### src/rtl/ssi_pkg.sv
// shared constants, types and helpers of the sampled series interpolator
`timescale 1ns / 1ps
`default_nettype none
package ssi_pkg;

   localparam int TABLE_DEPTH = 1024;
   localparam int ADDR_W      = $clog2(TABLE_DEPTH);
   localparam int LEN_W       = 11;
   localparam int MAX_ORDER   = 8;
   localparam int ORDER_W     = 4;
   localparam int FRAC_BITS   = 16;
   localparam int ARG_W       = 28;
   localparam int VAL_W       = 32;
   localparam int MODE_W      = 2;
   localparam int IX_W        = ARG_W - FRAC_BITS;
   localparam int CMP_W       = IX_W + 1;
   localparam int MUL_W       = VAL_W + 1;
   localparam int PROD_W      = 64;
   localparam int ACC_W       = 52;
   localparam int QUO_W       = 48;
   localparam int DEN_W       = 4;
   localparam int DIV_STEPS   = 8;
   localparam int DIV_CYCLES  = QUO_W / DIV_STEPS;
   localparam int DIV_CNT_W   = $clog2(DIV_CYCLES);

   localparam logic signed [ACC_W-1:0] ACC_MAX = ACC_W'(64'sd2147483647);
   localparam logic signed [ACC_W-1:0] ACC_MIN = -ACC_MAX - ACC_W'(1);
   localparam logic [QUO_W-1:0]        WEIGHT_LIM = QUO_W'(64'd2147483647);
   localparam logic signed [VAL_W-1:0] ONE_FX = VAL_W'(1) << FRAC_BITS;

   typedef enum logic [MODE_W-1:0] {
      MODE_WRITE    = 2'd0,
      MODE_LINEAR   = 2'd1,
      MODE_LAGRANGE = 2'd2,
      MODE_NONE     = 2'd3
   } mode_type;

   typedef enum logic [3:0] {
      ST_IDLE,
      ST_SETUP,
      ST_LIN_A,
      ST_LIN_B,
      ST_ORD0,
      ST_NODE,
      ST_WEIGHT,
      ST_DIV_START,
      ST_DIV_WAIT,
      ST_SAMPLE,
      ST_ACCUM,
      ST_FINISH
   } state_type;

   typedef struct packed {
      logic              start;
      logic [QUO_W-1:0]  dividend;
      logic [DEN_W-1:0]  divisor;
   } div_req_type;

   typedef struct packed {
      logic              done;
      logic [QUO_W-1:0]  quotient;
   } div_rsp_type;

   // rescale a product by 2^FRAC_BITS, round half away from zero
   function automatic logic signed [ACC_W-1:0] round_frac(input logic signed [PROD_W-1:0] v);
      logic [PROD_W-1:0] mag;
      logic [PROD_W-1:0] q;
      mag = v[PROD_W-1] ? PROD_W'(-v) : PROD_W'(v);
      q   = (mag + (PROD_W'(1) << (FRAC_BITS - 1))) >> FRAC_BITS;
      return v[PROD_W-1] ? -ACC_W'(q) : ACC_W'(q);
   endfunction

endpackage
`default_nettype wire

### src/rtl/ssi_small_div.sv
// iterative divider by a small divisor, several quotient bits per cycle
`timescale 1ns / 1ps
`default_nettype none
module ssi_small_div (
   input  wire logic                 clock,
   input  wire logic                 reset,
   input  wire ssi_pkg::div_req_type req,
   output ssi_pkg::div_rsp_type      rsp
);
   import ssi_pkg::*;

   logic [QUO_W-1:0]     quo_ff, quo_in;
   logic [DEN_W-1:0]     rem_ff, rem_in;
   logic [DEN_W-1:0]     den_ff, den_in;
   logic [DIV_CNT_W-1:0] cnt_ff, cnt_in;
   logic                 busy_ff, busy_in;
   logic                 done_ff, done_in;
   logic [DEN_W-1:0]     rem_v;
   logic [QUO_W-1:0]     quo_v;
   logic [DEN_W:0]       trial;

   // restoring steps; remainder stays below the divisor
   always_comb begin
      rem_v = rem_ff;
      quo_v = quo_ff;
      trial = '0;
      for (int b = 0; b < DIV_STEPS; b++) begin
         trial = {rem_v, quo_v[QUO_W-1]};
         quo_v = {quo_v[QUO_W-2:0], 1'b0};
         if (trial >= {1'b0, den_ff}) begin
            rem_v    = DEN_W'(trial - {1'b0, den_ff});
            quo_v[0] = 1'b1;
         end else begin
            rem_v = DEN_W'(trial);
         end
      end
   end

   always_comb begin
      quo_in  = quo_ff;
      rem_in  = rem_ff;
      den_in  = den_ff;
      cnt_in  = cnt_ff;
      busy_in = busy_ff;
      done_in = 1'b0;
      if (req.start) begin
         quo_in  = req.dividend;
         rem_in  = '0;
         den_in  = req.divisor;
         cnt_in  = '0;
         busy_in = 1'b1;
      end else if (busy_ff) begin
         quo_in = quo_v;
         rem_in = rem_v;
         cnt_in = cnt_ff + DIV_CNT_W'(1);
         if (cnt_ff == DIV_CNT_W'(DIV_CYCLES - 1)) begin
            busy_in = 1'b0;
            done_in = 1'b1;
         end
      end
   end

   always_ff @(posedge clock) begin
      if (reset) begin
         busy_ff <= 1'b0;
         done_ff <= 1'b0;
      end else begin
         busy_ff <= busy_in;
         done_ff <= done_in;
      end
   end

   always_ff @(posedge clock) begin
      quo_ff <= quo_in;
      rem_ff <= rem_in;
      den_ff <= den_in;
      cnt_ff <= cnt_in;
   end

   assign rsp.done     = done_ff;
   assign rsp.quotient = quo_ff;

endmodule
`default_nettype wire

### config.mk
export PLATFORM = sky130hd
export DESIGN_NAME = ssi_small_div
export DESIGN_NICKNAME = d
export VERILOG_FILES = /design/src/rtl/ssi_pkg.sv /design/src/rtl/ssi_small_div.sv
export SDC_FILE = /design/constraint.sdc
export NUM_CORES = 1
export LEC_CHECK = 0
export ABC_AREA = 1
export ABC_CLOCK_PERIOD_IN_PS = 18500
export BUFFER_PORTS_ARGS = -buffer_cell sky130_fd_sc_hd__buf_4
export CORE_UTILIZATION = 47
export CTS_CLUSTER_DIAMETER = 30
export DETAILED_ROUTE_END_ITERATION = 10
export GPL_ROUTABILITY_DRIVEN = 0
export PLACE_DENSITY = 0.74
export SLEW_MARGIN = 20
export SYNTH_ARGS = -nofsm -noshare
export SYNTH_HDL_FRONTEND = slang
export SYNTH_SLANG_ARGS = --single-unit
### constraint.sdc
create_clock -name clock -period 18.5 [get_ports clock]
set_input_delay 1.85 -clock clock [delete_from_list [all_inputs] [get_ports clock]]
set_output_delay 1.85 -clock clock [all_outputs]
set_load 0.05 [all_outputs]
==> results.md <==
- Most used cell along the critical path: nand2_1
- Starting density of the core: 49.5%
- FF+latch count, synth: 61
- Initial antenna violation count: 0
- Commonest cells post-synth: 205 x nand2_1, 58 x inv_1, 52 x edfxtp_1
- Remaining DRCs: 0
- Worst Path Arrival: 13.77 ns
- Core area: 8890 um^2
- Critical Path RT: 18.73 ns
- Area grow syn2layout: 25.1%
- Worst Hold Endpoint: rem_ff[3]
- Die Height: 98.8 um
- Die area: 9760 um^2
- # rows: 34
- TNS Setup: 0 ns
- Syn_area_per_cell: 8.29 um^2
- Final core utilization: 61.9%
- Cts bufs inserted: 9
- Global-route wire length before repair: 18500 um
- H-tree level count: 3
- Tmin final: 13.53 ns
- DP HPWL: 8460 um
- Fmax achieved: 73.9 MHz
- Uppermost layer routed: met4
- Mapped Cells: 531
- Slowest Stage Delay on Critical Path: 0.69 ns
- Ant diodes: 0
- Tcrit/Tclk final: 73.1%
- Mapped Area: 4400 um^2
- Slew @ Worst Pin: 1.02 ns
- Cell taking the most area after synthesis: edfxtp_1
- Vias in the first global route: 3896
- Register area share after synthesis: 39.6%
- Slowest CP cell: edfxtp_1
- R2R Setup Slk: 4.97 ns
- Top_reg_cell synth: edfxtp_1
- Fin. Hold Viols: 0
- CTS clk-pin slew, worst paths: 0.08 ns
- CTS tree: yes
- Top cells by area, synth: edfxtp_1 35%, nand2_1 17%, ha_1 9.7%
- Outcome: complete, no violations
- Sink Count: 61
- Skew-Pair Late Insertion Delay: 0.35 ns
- Worst-path fanout max: 10
- # IOs: 104
- Layout Nets: 731
- Die W: 98.8 um
- Reg2reg start: den_ff[1]
- Wire length on met3: 896 um
- Ys Warns: 0
- Longest Clk Path Bufs: 2
- Worst hold start: rem_ff[3]
- Post-Syn Nets: 628
- GRT Total Usage: 24.3%
- Startpoint types: register
- Most common cell in the netlist: nand2_1
- Layout Skew: 0.0126 ns
- Routed Antenna Nets: 0
- Async S/R FF share, synth: 0%
- Share of cells above drive strength 1: 23.6%
- RSZ-0062 raised after global routing: false
- Detailed Routing Iterations Pass 1: 4
- Largest net degree at the start of global routing: 50
- Via count: 3857
- Port Buffer Count: 103
- Wire per inst: 15.1 um
- # setup viols final: 0
- Met2 WL post-DR: 5450 um
- Critical path class: reg2reg
- Setup bufs post-CTS: 0
- Register-to-Register Path Depth: 76
- Reg-to-reg endpoint: rem_ff[3]
- Detailed router's first-iteration violation count: 170
- Slew headroom: 31.6%
- Final max-slew violation count: 0
- Grt total ovfl: 0
- Met1 WL: 4810 um
- CTS Hold Bufs: 0
- HP Class: reg2reg
- Top cell type's share of synthesized area: 35.5%
- Gates resized, CTS repair: 0
- Synth cell types: 35
- WL final: 11300 um
- Max-Cap Viols: 0
- EDFF count, synth: 52
- Clock root cell: clkbuf_8
- Via-to-Cell Ratio: 5.16
- Hold path depth: 2
- CP Capture Type: register
## sequential cells by signal, indices dropped and copies added (netlist names)
name / flops
quo_ff: 48
done_ff: 1
busy_ff: 1
cnt_ff: 3
den_ff: 4
rem_ff: 4
## per-stage QoR
stage,setup slack (ns),cells,hold slack (ns),area (um^2)
after CTS,5.08,747,0.475,5510
final,4.97,747,0.469,5510
after floorplan,6.91,531,0.443,4400
after global routing,3.59,747,0.492,5510
after global placement,5.85,731,0.457,5270
after detailed placement,5.09,731,0.463,5270
## cell type report
type	instances	area [um^2]
fillers	771	3380
well taps	108	135
clock inverters	7	114
flip-flops and latches	61	1740
clock buffers	9	124
repair buffers	104	781
inverters	58	218
multi-input cells	400	2390
## worst max-delay path: cells and delay by family (launching register included)
family | cells | cell delay [ns]
adder cells (fa/ha/maj) | 8 | 2.55
flip-flops | 1 | 0.69
AO/OA/AOI/OAI | 15 | 3.19
AND/OR/NAND/NOR | 41 | 5.40
buffers and inverters | 12 | 1.56
## cells in the final DEF (no fill, tap or decap), types with 8 or more instances in the layout
cell | synthesis | final
nand2_1 | 205 | 205
buf_4 | 1 | 104
inv_1 | 58 | 56
edfxtp_1 | 52 | 52
nand3_1 | 35 | 35
ha_1 | 34 | 34
nor2_1 | 25 | 25
xor2_1 | 10 | 10
dfxtp_1 | 9 | 9
clkbuf_8 | 0 | 9
a21oi_1 | 8 | 8
nand4_1 | 8 | 8
a31oi_1 | 8 | 8
fa_1 | 8 | 8
## how the worst max path moves through the flow
stage	from	endpoint	slack (ns)	cells after the start
6_report	den_ff[1]	rem_ff[3]	4.97	76
5_1_grt	den_ff[1]	rem_ff[3]	3.59	77
3_3_place_gp	den_ff[1]	quo_ff[0]	5.85	75
3_5_place_dp	den_ff[1]	quo_ff[0]	5.09	75
4_1_cts	den_ff[1]	rem_ff[3]	5.08	77
2_1_floorplan	den_ff[1]	quo_ff[0]	6.91	75
## logic make-up (layout without fill, tap and decap cells)
logic type	after synthesis	in the layout	share of synthesized area (%)
adders and majority gates	42	42	13.3
and+or+nand+nor	311	311	33.6
DFF	61	61	39.6
AOI/OAI and AO/OA	33	33	4.72
buffers and inverters	70	178	6.05
xor gates and xnor gates	14	14	2.79
## routing by layer
metal,global-route usage [%],vias up
li1,-,1939
met3,6.38,15
met4,6.77,0
met2,40.5,138
met1,31.1,1765
met5,0,-
Power is not shown: default switching activity piles up to over one toggle a cycle in this logic, so the estimate is an artifact.
